<file path="src/rtl/ccs_pkg.sv">
// Shared types, codes and constants of the cartridge checksum block.
// Used by the front, accumulator, finish and top files; depends on nothing.
package ccs_pkg;

    localparam int WORD_W = 32;
    localparam int SLOT_W = 6;
    localparam int CFG_W  = 2;

    // Configuration register indexes
    localparam logic REG_CIC_VARIANT   = 1'b0;
    localparam logic REG_HALFWORD_SWAP = 1'b1;

    // Item commands
    localparam logic CMD_DATA_WORD  = 1'b0;
    localparam logic CMD_TABLE_LOAD = 1'b1;

    typedef enum logic [1:0] {
        CIC_6102 = 2'd0,
        CIC_6103 = 2'd1,
        CIC_6105 = 2'd2,
        CIC_6106 = 2'd3
    } cic_variant_t;

    localparam logic [WORD_W-1:0] SEED_6102 = 32'hf8ca4ddc;
    localparam logic [WORD_W-1:0] SEED_6103 = 32'ha3886759;
    localparam logic [WORD_W-1:0] SEED_6105 = 32'hdf26f436;
    localparam logic [WORD_W-1:0] SEED_6106 = 32'h1fea617a;

    function automatic logic [WORD_W-1:0] variant_seed(cic_variant_t v);
        logic [WORD_W-1:0] s;
        unique case (v)
            CIC_6102: s = SEED_6102;
            CIC_6103: s = SEED_6103;
            CIC_6105: s = SEED_6105;
            CIC_6106: s = SEED_6106;
            default:  s = SEED_6102;
        endcase
        return s;
    endfunction

    // Input beat payload
    typedef struct packed {
        logic              cmd;
        logic [WORD_W-1:0] data_word;
        logic [SLOT_W-1:0] table_slot;
        logic              last_word;
    } item_t;

    // Result beat payload
    typedef struct packed {
        logic [WORD_W-1:0] checksum_one;
        logic [WORD_W-1:0] checksum_two;
    } result_t;

    // Front end to accumulator stage
    typedef struct packed {
        logic              valid;
        logic              start;
        logic              last;
        logic [WORD_W-1:0] word;
        logic [WORD_W-1:0] table_word;
    } upd_t;

    // Accumulator snapshot at the end of a run
    typedef struct packed {
        logic              valid;
        logic [WORD_W-1:0] acc_sum;
        logic [WORD_W-1:0] carry_count;
        logic [WORD_W-1:0] acc_xor;
        logic [WORD_W-1:0] acc_rot;
        logic [WORD_W-1:0] acc_cond;
        logic [WORD_W-1:0] acc_mix;
    } fin_t;

endpackage

</file>
<file path="src/rtl/ccs_stream_if.sv">
// Valid/ready stream channel with a typed payload.
// Payload types come from ccs_pkg at the instance.
interface ccs_stream_if #(parameter type payload_t = logic) ();
    logic     valid;
    logic     ready;
    payload_t data;

    modport source (output valid, output data, input ready);
    modport sink   (input valid, input data, output ready);
endinterface

</file>
<file path="src/rtl/ccs_front.sv">
// Input register, run/position tracking and boot-code table memory.
// Uses ccs_pkg and ccs_stream_if; feeds ccs_accum.
module ccs_front #(
    parameter int TABLE_WORDS = 64
) (
    input  logic                 clk,
    input  logic                 rst_n,
    input  logic                 halfword_swap,
    ccs_stream_if.sink           item,
    output ccs_pkg::upd_t        upd,
    input  logic                 acc_ready
);
    localparam int IDX_W = $clog2(TABLE_WORDS);

    logic                        in_valid_reg;
    ccs_pkg::item_t              in_reg;
    logic                        run_open_reg;
    logic [IDX_W-1:0]            word_pos_reg;
    logic [ccs_pkg::WORD_W-1:0]  table_mem [TABLE_WORDS];
    logic [ccs_pkg::WORD_W-1:0]  table_q_reg;
    logic                        upd_valid_reg;
    logic                        upd_start_reg;
    logic                        upd_last_reg;
    logic [ccs_pkg::WORD_W-1:0]  upd_word_reg;

    logic                        is_data;
    logic                        is_load;
    logic                        upd_free;
    logic                        advance;
    logic                        in_free;
    logic                        start;
    logic [IDX_W-1:0]            rd_pos;
    logic [ccs_pkg::WORD_W-1:0]  word_sw;

    assign is_data  = in_valid_reg && (in_reg.cmd == ccs_pkg::CMD_DATA_WORD);
    assign is_load  = in_valid_reg && (in_reg.cmd == ccs_pkg::CMD_TABLE_LOAD);
    assign upd_free = !upd_valid_reg || acc_ready;
    assign advance  = is_data && upd_free;
    // a table load always retires from the input register
    assign in_free  = !in_valid_reg || is_load || upd_free;
    assign item.ready = in_free;

    assign start  = !run_open_reg;
    assign rd_pos = start ? '0 : word_pos_reg;

    assign word_sw = halfword_swap
                   ? {in_reg.data_word[23:16], in_reg.data_word[31:24],
                      in_reg.data_word[7:0],   in_reg.data_word[15:8]}
                   : in_reg.data_word;

    always_ff @(posedge clk or negedge rst_n)
    begin
        if (!rst_n)
        begin
            in_valid_reg <= 1'b0;
        end
        else if (in_free)
        begin
            in_valid_reg <= item.valid;
        end
    end

    always_ff @(posedge clk)
    begin
        if (in_free && item.valid)
        begin
            in_reg <= item.data;
        end
    end

    always_ff @(posedge clk or negedge rst_n)
    begin
        if (!rst_n)
        begin
            run_open_reg <= 1'b0;
            word_pos_reg <= '0;
        end
        else if (advance)
        begin
            run_open_reg <= !in_reg.last_word;
            word_pos_reg <= rd_pos + IDX_W'(1);
        end
    end

    // table write port
    always_ff @(posedge clk)
    begin
        if (is_load)
        begin
            table_mem[in_reg.table_slot[IDX_W-1:0]] <= in_reg.data_word;
        end
    end

    // table read port, registered
    always_ff @(posedge clk)
    begin
        if (advance)
        begin
            table_q_reg <= table_mem[rd_pos];
        end
    end

    always_ff @(posedge clk or negedge rst_n)
    begin
        if (!rst_n)
        begin
            upd_valid_reg <= 1'b0;
        end
        else if (upd_free)
        begin
            upd_valid_reg <= is_data;
        end
    end

    always_ff @(posedge clk)
    begin
        if (advance)
        begin
            upd_start_reg <= start;
            upd_last_reg  <= in_reg.last_word;
            upd_word_reg  <= word_sw;
        end
    end

    assign upd.valid      = upd_valid_reg;
    assign upd.start      = upd_start_reg;
    assign upd.last       = upd_last_reg;
    assign upd.word       = upd_word_reg;
    assign upd.table_word = table_q_reg;

endmodule

</file>
<file path="src/rtl/ccs_accum.sv">
// Six checksum accumulators: five update in one stage, the mix sum one stage later.
// Uses ccs_pkg; fed by ccs_front, feeds ccs_finish.
module ccs_accum (
    input  logic                  clk,
    input  logic                  rst_n,
    input  ccs_pkg::cic_variant_t variant,
    input  ccs_pkg::upd_t         upd,
    output logic                  acc_ready,
    output ccs_pkg::fin_t         fin,
    input  logic                  fin_ready
);
    localparam int W = ccs_pkg::WORD_W;

    logic [W-1:0] acc_sum_reg, carry_count_reg, acc_xor_reg;
    logic [W-1:0] acc_rot_reg, acc_cond_reg, acc_mix_reg;

    logic         mix_valid_reg;
    logic         mix_start_reg;
    logic         mix_last_reg;
    logic [W-1:0] mix_op_reg;

    logic         fin_valid_reg;
    logic [W-1:0] fin_sum_reg, fin_carry_reg, fin_xor_reg;
    logic [W-1:0] fin_rot_reg, fin_cond_reg, fin_mix_reg;

    logic [W-1:0] seed;
    logic [W-1:0] base_sum, base_carry, base_xor, base_rot, base_cond;
    logic [W:0]   sum_ext;
    logic [W-1:0] acc_sum_next, carry_count_next, acc_xor_next;
    logic [W-1:0] acc_rot_next, acc_cond_next, mix_op_next;
    logic [2*W-1:0] rot_dbl;
    logic [W-1:0] rot;
    logic [W-1:0] acc_mix_next;
    logic         fin_free;
    logic         adv_upd;
    logic         adv_mix;

    assign seed = ccs_pkg::variant_seed(variant);

    // a run's first word starts from the variant seed
    assign base_sum   = upd.start ? seed : acc_sum_reg;
    assign base_carry = upd.start ? seed : carry_count_reg;
    assign base_xor   = upd.start ? seed : acc_xor_reg;
    assign base_rot   = upd.start ? seed : acc_rot_reg;
    assign base_cond  = upd.start ? seed : acc_cond_reg;

    assign sum_ext          = {1'b0, base_sum} + {1'b0, upd.word};
    assign acc_sum_next     = sum_ext[W-1:0];
    assign carry_count_next = base_carry + {{(W-1){1'b0}}, sum_ext[W]};
    assign acc_xor_next     = base_xor ^ upd.word;

    // rotate left by the word's low five bits
    assign rot_dbl      = {upd.word, upd.word} << upd.word[4:0];
    assign rot          = rot_dbl[2*W-1:W];
    assign acc_rot_next = base_rot + rot;

    assign acc_cond_next = (upd.word < base_cond) ? (base_cond ^ rot)
                                                  : (base_cond ^ acc_sum_next ^ upd.word);

    assign mix_op_next = (variant == ccs_pkg::CIC_6105) ? (upd.table_word ^ upd.word)
                                                        : (upd.word ^ acc_rot_next);

    assign fin_free  = !fin_valid_reg || fin_ready;
    // only a run's last word needs room in the snapshot register
    assign acc_ready = !mix_valid_reg || !mix_last_reg || fin_free;
    assign adv_upd   = upd.valid && acc_ready;
    assign adv_mix   = mix_valid_reg && acc_ready;

    assign acc_mix_next = (mix_start_reg ? seed : acc_mix_reg) + mix_op_reg;

    always_ff @(posedge clk or negedge rst_n)
    begin
        if (!rst_n)
        begin
            acc_sum_reg     <= ccs_pkg::SEED_6102;
            carry_count_reg <= ccs_pkg::SEED_6102;
            acc_xor_reg     <= ccs_pkg::SEED_6102;
            acc_rot_reg     <= ccs_pkg::SEED_6102;
            acc_cond_reg    <= ccs_pkg::SEED_6102;
        end
        else if (adv_upd)
        begin
            acc_sum_reg     <= acc_sum_next;
            carry_count_reg <= carry_count_next;
            acc_xor_reg     <= acc_xor_next;
            acc_rot_reg     <= acc_rot_next;
            acc_cond_reg    <= acc_cond_next;
        end
    end

    always_ff @(posedge clk or negedge rst_n)
    begin
        if (!rst_n)
        begin
            mix_valid_reg <= 1'b0;
        end
        else if (acc_ready)
        begin
            mix_valid_reg <= upd.valid;
        end
    end

    always_ff @(posedge clk)
    begin
        if (adv_upd)
        begin
            mix_start_reg <= upd.start;
            mix_last_reg  <= upd.last;
            mix_op_reg    <= mix_op_next;
        end
    end

    always_ff @(posedge clk or negedge rst_n)
    begin
        if (!rst_n)
        begin
            acc_mix_reg <= ccs_pkg::SEED_6102;
        end
        else if (adv_mix)
        begin
            acc_mix_reg <= acc_mix_next;
        end
    end

    always_ff @(posedge clk or negedge rst_n)
    begin
        if (!rst_n)
        begin
            fin_valid_reg <= 1'b0;
        end
        else if (fin_free)
        begin
            fin_valid_reg <= mix_valid_reg && mix_last_reg;
        end
    end

    // the other five accumulators already hold the last word's update here
    always_ff @(posedge clk)
    begin
        if (adv_mix && mix_last_reg)
        begin
            fin_sum_reg   <= acc_sum_reg;
            fin_carry_reg <= carry_count_reg;
            fin_xor_reg   <= acc_xor_reg;
            fin_rot_reg   <= acc_rot_reg;
            fin_cond_reg  <= acc_cond_reg;
            fin_mix_reg   <= acc_mix_next;
        end
    end

    assign fin.valid       = fin_valid_reg;
    assign fin.acc_sum     = fin_sum_reg;
    assign fin.carry_count = fin_carry_reg;
    assign fin.acc_xor     = fin_xor_reg;
    assign fin.acc_rot     = fin_rot_reg;
    assign fin.acc_cond    = fin_cond_reg;
    assign fin.acc_mix     = fin_mix_reg;

endmodule

</file>
<file path="src/rtl/ccs_finish.sv">
// Final combine: multiply or XOR stage, add or XOR stage, result register.
// Uses ccs_pkg and ccs_stream_if; fed by ccs_accum.
module ccs_finish (
    input  logic                  clk,
    input  logic                  rst_n,
    input  ccs_pkg::cic_variant_t variant,
    input  ccs_pkg::fin_t         fin,
    output logic                  fin_ready,
    ccs_stream_if.source          result
);
    localparam int W = ccs_pkg::WORD_W;

    logic           cmb_valid_reg;
    logic           cmb_add_reg;
    logic [W-1:0]   cmb_a1_reg, cmb_b1_reg, cmb_a2_reg, cmb_b2_reg;
    logic           out_valid_reg;
    ccs_pkg::result_t out_reg;

    logic [2*W-1:0] prod1, prod2;
    logic           is_6106;
    logic           add_mode;
    logic           out_free;
    logic [W-1:0]   c1, c2;

    assign prod1    = fin.acc_sum * fin.carry_count;
    assign prod2    = fin.acc_rot * fin.acc_cond;
    assign is_6106  = (variant == ccs_pkg::CIC_6106);
    assign add_mode = is_6106 || (variant == ccs_pkg::CIC_6103);

    assign out_free  = !out_valid_reg || result.ready;
    assign fin_ready = !cmb_valid_reg || out_free;

    always_ff @(posedge clk or negedge rst_n)
    begin
        if (!rst_n)
        begin
            cmb_valid_reg <= 1'b0;
        end
        else if (fin_ready)
        begin
            cmb_valid_reg <= fin.valid;
        end
    end

    always_ff @(posedge clk)
    begin
        if (fin_ready && fin.valid)
        begin
            cmb_add_reg <= add_mode;
            cmb_a1_reg  <= is_6106 ? prod1[W-1:0] : (fin.acc_sum ^ fin.carry_count);
            cmb_b1_reg  <= fin.acc_xor;
            cmb_a2_reg  <= is_6106 ? prod2[W-1:0] : (fin.acc_rot ^ fin.acc_cond);
            cmb_b2_reg  <= fin.acc_mix;
        end
    end

    assign c1 = cmb_add_reg ? (cmb_a1_reg + cmb_b1_reg) : (cmb_a1_reg ^ cmb_b1_reg);
    assign c2 = cmb_add_reg ? (cmb_a2_reg + cmb_b2_reg) : (cmb_a2_reg ^ cmb_b2_reg);

    always_ff @(posedge clk or negedge rst_n)
    begin
        if (!rst_n)
        begin
            out_valid_reg <= 1'b0;
        end
        else if (out_free)
        begin
            out_valid_reg <= cmb_valid_reg;
        end
    end

    always_ff @(posedge clk)
    begin
        if (out_free && cmb_valid_reg)
        begin
            out_reg.checksum_one <= c1;
            out_reg.checksum_two <= c2;
        end
    end

    assign result.valid = out_valid_reg;
    assign result.data  = out_reg;

endmodule

</file>
<file path="src/rtl/cic_rom_checksum_top.sv">
// Cartridge image header checksum: top level with configuration registers.
// Throughput: one beat per cycle while no stage stalls, data words and table
// loads alike; the accumulator stage and the single table read port each take
// one word per cycle.
// Reset (rst_n, async): variant and swap clear to 0, pipeline empties, no run open;
// the boot-code table is not cleared and must be loaded before variant 6105 runs.
module cic_rom_checksum_top #(
    parameter int TABLE_WORDS = 64
) (
    input  logic                      clk,
    input  logic                      rst_n,
    input  logic                      cfg_we,
    input  logic                      cfg_index,
    input  logic [ccs_pkg::CFG_W-1:0] cfg_data,
    ccs_stream_if.sink                item,
    ccs_stream_if.source              result
);
    // Pipeline:
    //   input register -> (table read, run start, word position)
    //   update register -> five accumulators update; mix operand registered
    //   mix register -> mix accumulator adds; last word snapshots all six
    //   snapshot -> multiply (6106) or XOR, registered
    //   -> add (6103/6106) or XOR into the result register.
    // Each stage holds while the next one is full and stalled, so the input
    // keeps taking beats while a result waits, until a run's last word finds the
    // snapshot register full. Only the run's last word travels past the mix register.

    ccs_pkg::cic_variant_t variant_reg;
    logic                  halfword_swap_reg;

    ccs_pkg::upd_t         upd;
    logic                  acc_ready;
    ccs_pkg::fin_t         fin;
    logic                  fin_ready;

    // Configuration writes take effect at once; the host must write only while
    // no beat is in flight, which the block itself does not enforce.
    always_ff @(posedge clk or negedge rst_n)
    begin
        if (!rst_n)
        begin
            variant_reg       <= ccs_pkg::CIC_6102;
            halfword_swap_reg <= 1'b0;
        end
        else if (cfg_we)
        begin
            unique case (cfg_index)
                ccs_pkg::REG_CIC_VARIANT:
                begin
                    variant_reg <= ccs_pkg::cic_variant_t'(cfg_data[1:0]);
                end
                ccs_pkg::REG_HALFWORD_SWAP:
                begin
                    halfword_swap_reg <= cfg_data[0];
                end
                default:
                begin
                    variant_reg <= variant_reg;
                end
            endcase
        end
    end

    // Input beat register, run tracking and the boot-code table.
    ccs_front #(
        .TABLE_WORDS (TABLE_WORDS)
    ) u_front (
        .clk           (clk),
        .rst_n         (rst_n),
        .halfword_swap (halfword_swap_reg),
        .item          (item),
        .upd           (upd),
        .acc_ready     (acc_ready)
    );

    // Accumulators; the seed is picked at the first word of each run.
    ccs_accum u_accum (
        .clk       (clk),
        .rst_n     (rst_n),
        .variant   (variant_reg),
        .upd       (upd),
        .acc_ready (acc_ready),
        .fin       (fin),
        .fin_ready (fin_ready)
    );

    // Variant-dependent combine into crc1/crc2 and the result register.
    ccs_finish u_finish (
        .clk       (clk),
        .rst_n     (rst_n),
        .variant   (variant_reg),
        .fin       (fin),
        .fin_ready (fin_ready),
        .result    (result)
    );

endmodule
</file>
<file path="src/flat_wrapper.sv">
// flat-port wrapper written by rule: the top's interface ports become plain ports
module cic_rom_checksum_top_flat 
#(
    parameter int TABLE_WORDS = 64
)
  (clk, rst_n, cfg_we, cfg_index, cfg_data, item_valid, item_data, item_ready, result_valid, result_data, result_ready);
  ccs_stream_if item_i ();
  ccs_stream_if result_i ();
  input  logic clk;
  input  logic rst_n;
  input  logic cfg_we;
  input  logic cfg_index;
  input  logic [ccs_pkg::CFG_W-1:0] cfg_data;
  input wire logic [$bits(item_i.valid)-1:0] item_valid;
  input wire logic [$bits(item_i.data)-1:0] item_data;
  output wire logic [$bits(item_i.ready)-1:0] item_ready;
  output wire logic [$bits(result_i.valid)-1:0] result_valid;
  output wire logic [$bits(result_i.data)-1:0] result_data;
  input wire logic [$bits(result_i.ready)-1:0] result_ready;
  assign item_i.valid = item_valid;
  assign item_i.data = item_data;
  assign item_ready = item_i.ready;
  assign result_valid = result_i.valid;
  assign result_data = result_i.data;
  assign result_i.ready = result_ready;
  cic_rom_checksum_top #(.TABLE_WORDS(TABLE_WORDS)) u_core (.clk(clk), .rst_n(rst_n), .cfg_we(cfg_we), .cfg_index(cfg_index), .cfg_data(cfg_data), .item(item_i), .result(result_i));
endmodule
</file>
<file path="config.mk">
export PLATFORM = sky130hd
export DESIGN_NAME = cic_rom_checksum_top_flat
export DESIGN_NICKNAME = d
export VERILOG_FILES = /design/src/rtl/ccs_pkg.sv /design/src/rtl/ccs_stream_if.sv /design/src/rtl/ccs_front.sv /design/src/rtl/ccs_accum.sv /design/src/rtl/ccs_finish.sv /design/src/rtl/cic_rom_checksum_top.sv /design/src/flat_wrapper.sv
export SDC_FILE = /design/constraint.sdc
export NUM_CORES = 1
export LEC_CHECK = 0
export ABC_CLOCK_PERIOD_IN_PS = 5000
export BUFFER_PORTS_ARGS = -buffer_cell sky130_fd_sc_hd__buf_2
export CAP_MARGIN = 20
export CORE_ASPECT_RATIO = 0.75
export CORE_MARGIN = 2
export CORE_UTILIZATION = 40
export DETAILED_ROUTE_END_ITERATION = 7
export PLACE_DENSITY = 0.62
export SYNTH_ARGS = -nofsm -noshare
export SYNTH_HDL_FRONTEND = slang
export SYNTH_SLANG_ARGS = --single-unit
export TNS_END_PERCENT = 30
</file>
<file path="constraint.sdc">
create_clock -name clk -period 5 [get_ports clk]
set_clock_uncertainty 0.05 [all_clocks]
set_input_delay 0.25 -clock clk [delete_from_list [all_inputs] [get_ports clk]]
set_output_delay 0.25 -clock clk [all_outputs]
set_load 0.05 [all_outputs]
</file>
Word-level counts from Yosys, hierarchy flattened
Cells that the tools add are included.
{"block": "classes", "reduce_logical": 27, "n_lt_le_gt_ge": 1, "mux": 9, "n_eq_ne": 3, "bitwise": 4, "add_sub_neg": 2, "mul": 1}
{"operator": "32-bit two-way mux", "n": 6}
{"operator": "32-bit one-hot mux with 4 select lines", "n": 1}
{"operator": "32-bit adder", "n": 1}
{"operator": "1-bit by 32-bit < comparator with 1-bit output, first input constant", "n": 1}
{"operator": "32-bit by 32-bit multiplier with 1-bit output", "n": 1}
{"operator": "32-bit XOR", "n": 1}
{"operator": "1-bit logical NOT", "n": 9}
{"operator": "1-bit logical AND", "n": 8}
{"operator": "1-bit logical OR", "n": 8}
{"operator": "2-bit == test, second input constant", "n": 2}
{"operator": "2-bit by 1-bit == test with 1-bit output, second input constant", "n": 1}
{"operator": "2-bit logical NOT", "n": 1}
{"operator": "1-bit two-way mux", "n": 2}
{"operator": "2-bit AND reduction", "n": 1}
{"operator": "1-bit XOR", "n": 2}
{"operator": "1-bit adder", "n": 1}
{"operator": "1-bit NOT", "n": 1}
{"block": "totals", "inputBits": 9, "output_inout_bits": 3, "wordCells": 73, "ff_bits": 275}

Logic depth before layout (Yosys ltp)
Gate-level depths: netlist of the first run.
{"block": "logic_depth", "depth_word": 8, "depth_mapped": 8, "ltp_nobuf": 7}

By module
From an unflattened synthesis of the first run, not the netlist that was laid out.
{"block": "hier_totals", "cells_unflattened": 2714, "hier_area_um2": 27012.2}
{"mod": "ccs_accum", "instances": 1, "seq_area_each_um2": 11776.3, "area_each_um2": 25916.1, "cells_each": 2609}
{"mod": "ccs_front", "instances": 1, "seq_area_each_um2": 165.2, "area_each_um2": 734.5, "cells_each": 82}
{"mod": "ccs_finish", "instances": 1, "seq_area_each_um2": 140.1, "area_each_um2": 231.5, "cells_each": 15}
{"mod": "cic_rom_checksum_top", "instances": 1, "seq_area_each_um2": 75.1, "area_each_um2": 130.1, "cells_each": 8}

Least setup slack after synthesis of the first run
OpenSTA, ideal clock, no wires.
{"block": "synth_path", "path_type": "flip-flop to flip-flop", "from": "register u_core.u_finish.out_valid_reg (netlist: u_core.u_finish.result.valid)", "to": "register u_core.u_front.in_reg[0] (netlist name) (enable)", "setup_slack_ns": 2.735, "synth_period_minus_slack_ns": 2.265, "n_path_buf": 0, "t_required_ns": 4.705, "path_stages_with_launch": 5, "setup_ns": 0.245, "arrival_ns": 1.970, "path_cell_list": "dfrtp_1 > nand4b_1 > nor2_1 > nand3_1 > and2_1"}
{"block": "synth_via", "elab_chain_cells": 8}
{"element": "from (decl)", "line": "ccs_finish.sv:16", "source": "logic out_valid_reg;"}
{"element": "from (signal assigned)", "line": "ccs_finish.sv:68", "source": "out_valid_reg <= cmb_valid_reg;"}
{"element": "1-bit logical NOT", "line": "ccs_finish.sv:30", "source": "assign out_free = !out_valid_reg || result.ready;"}
{"element": "1-bit logical OR", "line": "ccs_finish.sv:30"}
{"element": "1-bit logical OR", "line": "ccs_finish.sv:31", "source": "assign fin_ready = !cmb_valid_reg || out_free;"}
{"element": "1-bit logical OR", "line": "ccs_accum.sv:63", "source": "assign fin_free = !fin_valid_reg || fin_ready;"}
{"element": "1-bit logical OR", "line": "ccs_accum.sv:65", "source": "assign acc_ready = !mix_valid_reg || !mix_last_reg || fin_free;"}
{"element": "1-bit logical OR", "line": "ccs_front.sv:37", "source": "assign upd_free = !upd_valid_reg || acc_ready;"}
{"element": "1-bit logical OR", "line": "ccs_front.sv:40", "source": "assign in_free = !in_valid_reg || is_load || upd_free;"}
{"element": "via item_ready", "line": "flat_wrapper.sv:16", "source": "output wire logic [$bits(item_i.ready)-1:0] item_ready;"}
{"element": "1-bit logical AND", "line": "ccs_front.sv:65", "source": "if (in_free && item.valid)"}
{"element": "to (signal assigned)", "line": "ccs_front.sv:67", "source": "in_reg <= item.data;"}
{"element": "to (decl)", "line": "ccs_front.sv:16", "source": "ccs_pkg::item_t in_reg;"}
The timed path passes the listed nets, and every way through them passes these cells.
A chain may end at the register's enable or synchronous reset.

Worst setup path in the final report of the first run
{"block": "layout_path", "from": "register u_core.variant_reg[0]", "to": "register u_core.u_accum.acc_cond_reg[29]"}
{"block": "layout_via", "elab_chain_cells": 5, "elab_cells_between_ends": 10, "classes_between": "order compare: 1; eq/ne: 3; mux: 4; bitwise: 1; reduce/logical: 1"}
{"element": "from (decl)", "line": "cic_rom_checksum_top.sv:28", "source": "ccs_pkg::cic_variant_t variant_reg;"}
{"element": "from (signal assigned)", "line": "cic_rom_checksum_top.sv:42", "source": "variant_reg <= ccs_pkg::CIC_6102;"}
{"element": "from (signal assigned)", "line": "cic_rom_checksum_top.sv:50", "source": "variant_reg <= ccs_pkg::cic_variant_t'(cfg_data[1:0]);"}
{"element": "from (signal assigned)", "line": "cic_rom_checksum_top.sv:58", "source": "variant_reg <= variant_reg;"}
{"element": "2-bit == test (tied with other cells)", "line": "ccs_pkg.sv:31", "source": "unique case (v)"}
{"element": "32-bit one-hot mux with 4 select lines (*)", "line": "ccs_pkg.sv:31"}
{"element": "32-bit two-way mux (on tied branches)", "line": "ccs_accum.sv:45, ccs_accum.sv:41"}
{"element": "1-bit by 32-bit < comparator with 1-bit output or 32-bit XOR (tied branches)", "line": "ccs_accum.sv:57, ccs_accum.sv:58"}
{"element": "32-bit two-way mux (*)", "line": "ccs_accum.sv:57", "source": "assign acc_cond_next = (upd.word < base_cond) ? (base_cond ^ rot)"}
{"element": "to (signal assigned)", "line": "ccs_accum.sv:79", "source": "acc_cond_reg <= ccs_pkg::SEED_6102;"}
{"element": "to (signal assigned)", "line": "ccs_accum.sv:87", "source": "acc_cond_reg <= acc_cond_next;"}
{"element": "to (decl)", "line": "ccs_accum.sv:15", "source": "logic [W-1:0] acc_rot_reg, acc_cond_reg, acc_mix_reg;"}
Mark *: on every way between the ends. The rest lies on a longest branch, timed or not. The select of a mux whose other input is x is not followed.

==> reports/results.ini, run 1 <==
[yosys]
yosys_warnings=0
synth_top_area_share_pct=26.61
syn_nets=355
ys_top_cells_by_area=dfrtp_1, dfstp_2, edfxtp_1, nand2_1, nor2_1
synthDistinctLibCells=41
synth-main-ff-cell=dfrtp_1
synth_edf_count=12
ys_async_sr_fraction_pct=86.21
synthCells=337
synth_area_sq_um=3667
syn_area_per_cell_sq_um=10.88
netlist.top_cell.by_area=dfrtp_1
synth_seq_cells=87
seq_area_frac_synth_pct=62.23

[timing]
final-hold-violation-count=0
maxSlewViolCount=0
relSlewSlack_pct=54.79
max_freq_mhz=368.3
period_share_pct=54.31
period_minus_slack_ns=2.715
worst_slack_ns=2.285
rsz0062_at_grt=false
setup_tns_ns=0
finalSetupViolations=0
tightest_slew_ns=0.6781

[cells_and_area]
n_fill_cell=861
seqCellArea_sq_um=2282
syn_to_final_growth_pct=11.40
num_antenna_cells=0
drive_gt1_share_pct=22.03
multi_input_area_sq_um=1274
stdcell_count=466
final_nets=367
utilization_pct=45.54

[run]
maxCapViolCount=0

[power_and_ir_drop]
p_leak_uw=0.001786
p_int_uw=1310
switching_share_pct=25.51
combinationalPowerShare_pct=12.6
sequentialPowerShare_pct=53.2
vdd_drop_max_mv=0.2493
p_sw_uw=448.7
p_per_area_nw_per_um2=430.6
clkPwrFrac_pct=34.2

[floorplan]
rows=30
die_area_sq_um=9958
start_util_pct=40.88
core_region_area_sq_um=8971
die_y_um=86.92
ios=12
dieWidth_um=114.6

[routing]
drc=0
routedWlPerCell_um=13.84
via_count=2381
postRouteAntennaNets=0
drt-initial-drc-count=173
wirelength_mm=6.449
drt_first_pass_iters=4
vias_per_cell=5.109

[worst_setup_path]
worst_setup_path_end_kind=flip-flop
startpoint=u_core.variant_reg[0]
r2r_start=u_core.variant_reg[0]
crit_arrival_ns=2.92
critical_path_class=flip-flop to flip-flop
cp.required_ns=5.20
cp_max_fo=32
cp-start-kind=flip-flop

[global_routing]
gr-total-overflow=0
antenna_found_initial=0
grt_max_degree=53
use_met2_pct=20.33
use_met3_pct=5.080
grt_pass1_wl_mm=11.17
grt_use_met1_pct=21.27
grt_usage_pct=14.99
busiest_layer=met1
grt_pass1_vias=2209

[cts]
clock-sinks=87
cts_setup_buffers=0
clk_latency_ns=0.34
cts-htree-levels=3
numCtsBuffers=9
root_buffer=clkbuf_16
clk_path_buf_depth=2
ctsResizeCount=0
cts_tree=built
clk_pin_slew_ns=0.06
ctsHoldBuffers=1

[worst_hold_path]
hp-class=input port to flip-flop
holdCritStartpoint=item_data

[placed_design]
dp_slack_ns=2.306
place_hpwl_mm=4.317
placed_cells_incl_taps=449
gp_congestion=0.7952
portBuffers=11

[status]
status=completed

layout make-up:
type,instances,area share (%)
Clock buffer,12,6.034
Clock inverter,4,0.5207
Inverter,9,0.8270
Multi-Input combinational cell,227,31.18
Sequential cell,87,55.87
Tap cell,112,3.430
Timing Repair Buffer,15,2.144
critical path, stage by stage (launching register included):
cell and delay (ns):
dfrtp_1 0.47, clkinv_1 0.25, ha_1 0.31, nand3b_1 0.19, o32ai_1 0.24, and4_1 0.28
nand4_4 0.46, a211oi_1 0.37
through the flow:
stage                     hold slack (ns)  instance area [sq um]  total power [uW]
after floorplan                  -0.09559                   3667              1097
after global placement             0.2053                   3807              1160
after detailed placement           0.2135                   3807              1171
after CTS                         0.02854                   4085              1784
after global routing              0.02383                   4085              1858
final                             0.03949                   4085              1759
cell usage in the layout (no fill, tap or decap), types with 2 or more instances in the layout:
| master | netlist | routed |
|---|---|---|
| a21oi_1 | 3 | 3 |
| and2_1 | 7 | 7 |
| buf_2 | 2 | 11 |
| buf_4 | 0 | 3 |
| clkbuf_1 | 6 | 2 |
| clkbuf_16 | 0 | 9 |
| clkinv_2 | 0 | 3 |
| dfrtp_1 | 39 | 39 |
| dfstp_2 | 36 | 36 |
| edfxtp_1 | 12 | 12 |
| ha_1 | 9 | 9 |
| inv_1 | 8 | 8 |
| mux2_2 | 4 | 4 |
| nand2_1 | 69 | 69 |
| nand2b_1 | 6 | 6 |
| nand3b_1 | 2 | 2 |
| nor2_1 | 36 | 36 |
| nor2b_1 | 2 | 2 |
| nor3_1 | 4 | 4 |
| o211ai_1 | 2 | 2 |
| o211ai_2 | 6 | 6 |
| o21ai_0 | 27 | 27 |
| o21ai_1 | 21 | 21 |
| o22ai_1 | 4 | 4 |
| o32ai_1 | 3 | 3 |
| or3_1 | 2 | 2 |
| or4_1 | 6 | 6 |
cells by family (layout without fill, tap and decap cells):
family	Yosys count	after routing	synth area share, %
AO/OA/AOI/OAI	70	70	11.74
XOR/XNOR	2	2	0.4777
adder cells (fa/ha/maj)	9	9	3.071
buffers and inverters	23	40	3.036
flip-flops	87	87	62.23
multiplexers	5	5	1.501
AND/OR/NAND/NOR	141	141	17.95
synthesized netlist by cell type, drive strengths merged (6+ instances only):
| cell | n |
|---|---|
| nand2 | 69 |
| o21ai | 49 |
| dfrtp | 39 |
| nor2 | 37 |
| dfstp | 36 |
| edfxtp | 12 |
| ha | 9 |
| buf | 8 |
| inv | 8 |
| o211ai | 8 |
| and2 | 7 |
| clkbuf | 6 |
| nand2b | 6 |
| or4 | 6 |
routing by layer:
metal	wire length, um	part of all wire, %
met5	0	0
met3	217	3.4
met1	3332	52
met4	141	2.2
met2	2757	43
power by group through the flow:
stage	clock network, uW	registers, uW	logic, uW
after CTS	622	937	225
after floorplan	0	930	167
after global routing	650	951	257
after global placement	0	944	216
final	601	936	222
after detailed placement	0	948	223
path summary, 6_finish.rpt:
check | to | slack, ns | cells past startpoint
worst max register to register | u_core.u_accum.acc_cond_reg[29] | 2.28 | 7
min in group asynchronous | u_core.u_finish.result.valid | 0.38 | 2
worst min-delay path | u_core.u_front.in_reg[0] | 0.04 | 1
worst max-delay path | u_core.u_accum.acc_cond_reg[29] | 2.28 | 7
max in group asynchronous | u_core.u_accum.acc_cond_reg[25] | 3.50 | 3
worst min register to register | u_core.u_finish.cmb_b2_reg[0] | 0.36 | 0
Note: power is estimated with default switching activity, not from simulation.
==> run 2, diff against run 1 <==
--- a/config.mk
+++ b/config.mk
@@ -5,14 +5,14 @@
 export SDC_FILE = /design/constraint.sdc
 export NUM_CORES = 1
 export LEC_CHECK = 0
-export ABC_CLOCK_PERIOD_IN_PS = 5000
+export ABC_CLOCK_PERIOD_IN_PS = 2200
 export BUFFER_PORTS_ARGS = -buffer_cell sky130_fd_sc_hd__buf_2
 export CAP_MARGIN = 20
 export CORE_ASPECT_RATIO = 0.75
 export CORE_MARGIN = 2
 export CORE_UTILIZATION = 40
 export DETAILED_ROUTE_END_ITERATION = 7
-export PLACE_DENSITY = 0.62
+export PLACE_DENSITY = 0.64
 export SYNTH_ARGS = -nofsm -noshare
 export SYNTH_HDL_FRONTEND = slang
 export SYNTH_SLANG_ARGS = --single-unit
==> constraint.sdc (replaced) <==
create_clock -name clk -period 2.2 [get_ports clk]
set_clock_uncertainty 0.05 [all_clocks]
set_input_delay 0.11 -clock clk [delete_from_list [all_inputs] [get_ports clk]]
set_output_delay 0.11 -clock clk [all_outputs]
set_load 0.05 [all_outputs]
==> run 2 against run 1 <==
Sequential power grew 130%. Power grew 140%. Via count grew 5.0%. Die area is the same. Global-route usage grew 0.20 points. Clock-buffer cell count grew 1. Worst hold slack lost 0.025 ns.
==> reports/results.ini, run 2 (synthesis gave the netlist of run 1 again) <==
[worst_setup_path]
crit_arrival_ns=2.34
cp.required_ns=2.41
cp-endpoint=u_core.u_accum.acc_cond_reg[10]
r2r_start=u_core.variant_reg[1]
critical_path_class=flip-flop to flip-flop
startpoint=u_core.variant_reg[1]
r2r_slack_ns=0.07
rr_worst_depth=8
worst_setup_path_end_kind=flip-flop
r2r-end=u_core.u_accum.acc_cond_reg[10]
cp-start-kind=flip-flop
cp_max_fo=7

[status]
status=completed

[global_routing]
grt_pass1_wl_mm=11.50
gr-total-overflow=0
grt_max_degree=49
grt_usage_pct=15.18
antenna_found_initial=0
grt_pass1_vias=2321

[cts]
cts_tree=built
clk_path_buf_depth=2
cts-htree-levels=3
clk_pin_slew_ns=0.06
clk_latency_ns=0.34
root_buffer=clkbuf_16
clock-sinks=87
numCtsBuffers=9

[timing]
max_freq_mhz=469.7
tightest_slew_ns=0.6623
worst_slack_ns=0.07105
relSlewSlack_pct=55.85
period_minus_slack_ns=2.129
finalSetupViolations=0
period_share_pct=96.77
maxSlewViolCount=0
final-hold-violation-count=0
rsz0062_at_grt=true

[placed_design]
placed_area_sq_um=3938
place_hpwl_mm=4.696
portBuffers=11
dp_slack_ns=0.007953
gp_congestion=0.8153

[routing]
postRouteAntennaNets=0
drt-initial-drc-count=155
drt_first_pass_iters=4
vias_per_cell=5.079
routedWlPerCell_um=14.30
wirelength_mm=7.034
via_count=2499
drc=0

[floorplan]
die_y_um=86.92
ios=12
core_region_area_sq_um=8971
start_util_pct=40.88
die_area_sq_um=9958
rows=30
dieWidth_um=114.6

[cells_and_area]
design_area_sq_um=4428
layout_common_cells=nand2_1, dfrtp_1, nor2_1, dfstp_2, o21ai_0
syn_to_final_growth_pct=20.74
final_nets=393
num_antenna_cells=0
final_common_cell=nand2_1
drive_gt1_share_pct=29.21
utilization_pct=49.36

[power_and_ir_drop]
vdd_drop_max_mv=0.5010
p_per_area_nw_per_um2=935.0
total_power_uw=4140
p_leak_uw=0.001941

[worst_hold_path]
hp-class=input port to flip-flop

[run]
maxCapViolCount=0

-- run 2: cell count changes in the layout (fill, tap and decap cells not counted), moves of 3 or more --
cell,change
o21ai_2,+3
buf_4,+15
ha_4,+3
ha_1,-3
dlygate4sd3_1,+4
o21ai_1,-3
-- run 2: area by class of cell --
cell class              count  area, sq um
multi-input cells         227         1335
well taps                 112        140.1
inverters                   9        33.78
clock buffers              13        260.3
repair buffers             41        357.8
fillers                   805         4543
flip-flops and latches     87         2283
clock inverters             3        17.52
-- run 2: report_power, final --
group	switching, uW	internal (uW)
combinational	337	268
clock	580	823
sequential	146	1990
total	1060	3080
-- run 2: worst min-delay path by stage --
stage,start,to,slack [ns],depth (start not counted)
after CTS,result_ready,u_core.u_finish.result.valid,0.008,3
after global placement,rst_n,u_core.u_finish.result.valid,0.13,1
after detailed placement,rst_n,u_core.u_finish.result.valid,0.14,1
final,result_ready,u_core.u_finish.result.valid,0.01,3
after floorplan,rst_n,u_core.u_accum.acc_cond_reg[0],-0.24,0
after global routing,result_ready,u_core.u_finish.cmb_valid_reg,0.05,3
-- run 2: critical path: stages, from the launching register on --
cell      delay, ns
dfrtp_2        0.46
buf_6          0.14
ha_4           0.16
nand3b_1       0.18
o32ai_2        0.22
and4_1         0.26
nand4_4        0.21
buf_4          0.21
o211ai_1       0.16
-- run 2: metrics by stage --
step	setup TNS (ns)	hold WS [ns]	instances
6_report	0	0.01456	492
5_1_grt	-0.5363	0.04680	492
4_1_cts	0	0.008286	485
3_5_place_dp	0	0.1392	464
3_3_place_gp	0	0.1340	464
2_1_floorplan	0	-0.2356	337
-- run 2: per-layer routing --
metal,up-vias,GRT usage [%],routed length [um]
met3,12,4.802,316
met1,1216,21.46,3550
li1,1223,-,-
met2,48,21.62,3047
met4,0,6.319,120
met5,-,0,0
-- run 2: what timing repair did --
item / CTS / global route
hold buffers: 5 / 0
buffers inserted: 0 / 6
setup endpoints to repair: 1 / 29
cloned: 0 / 1
gates resized for setup: 1 / 18
pin swaps: 0 / 1
endpoints found under the hold margin: 21 / 0
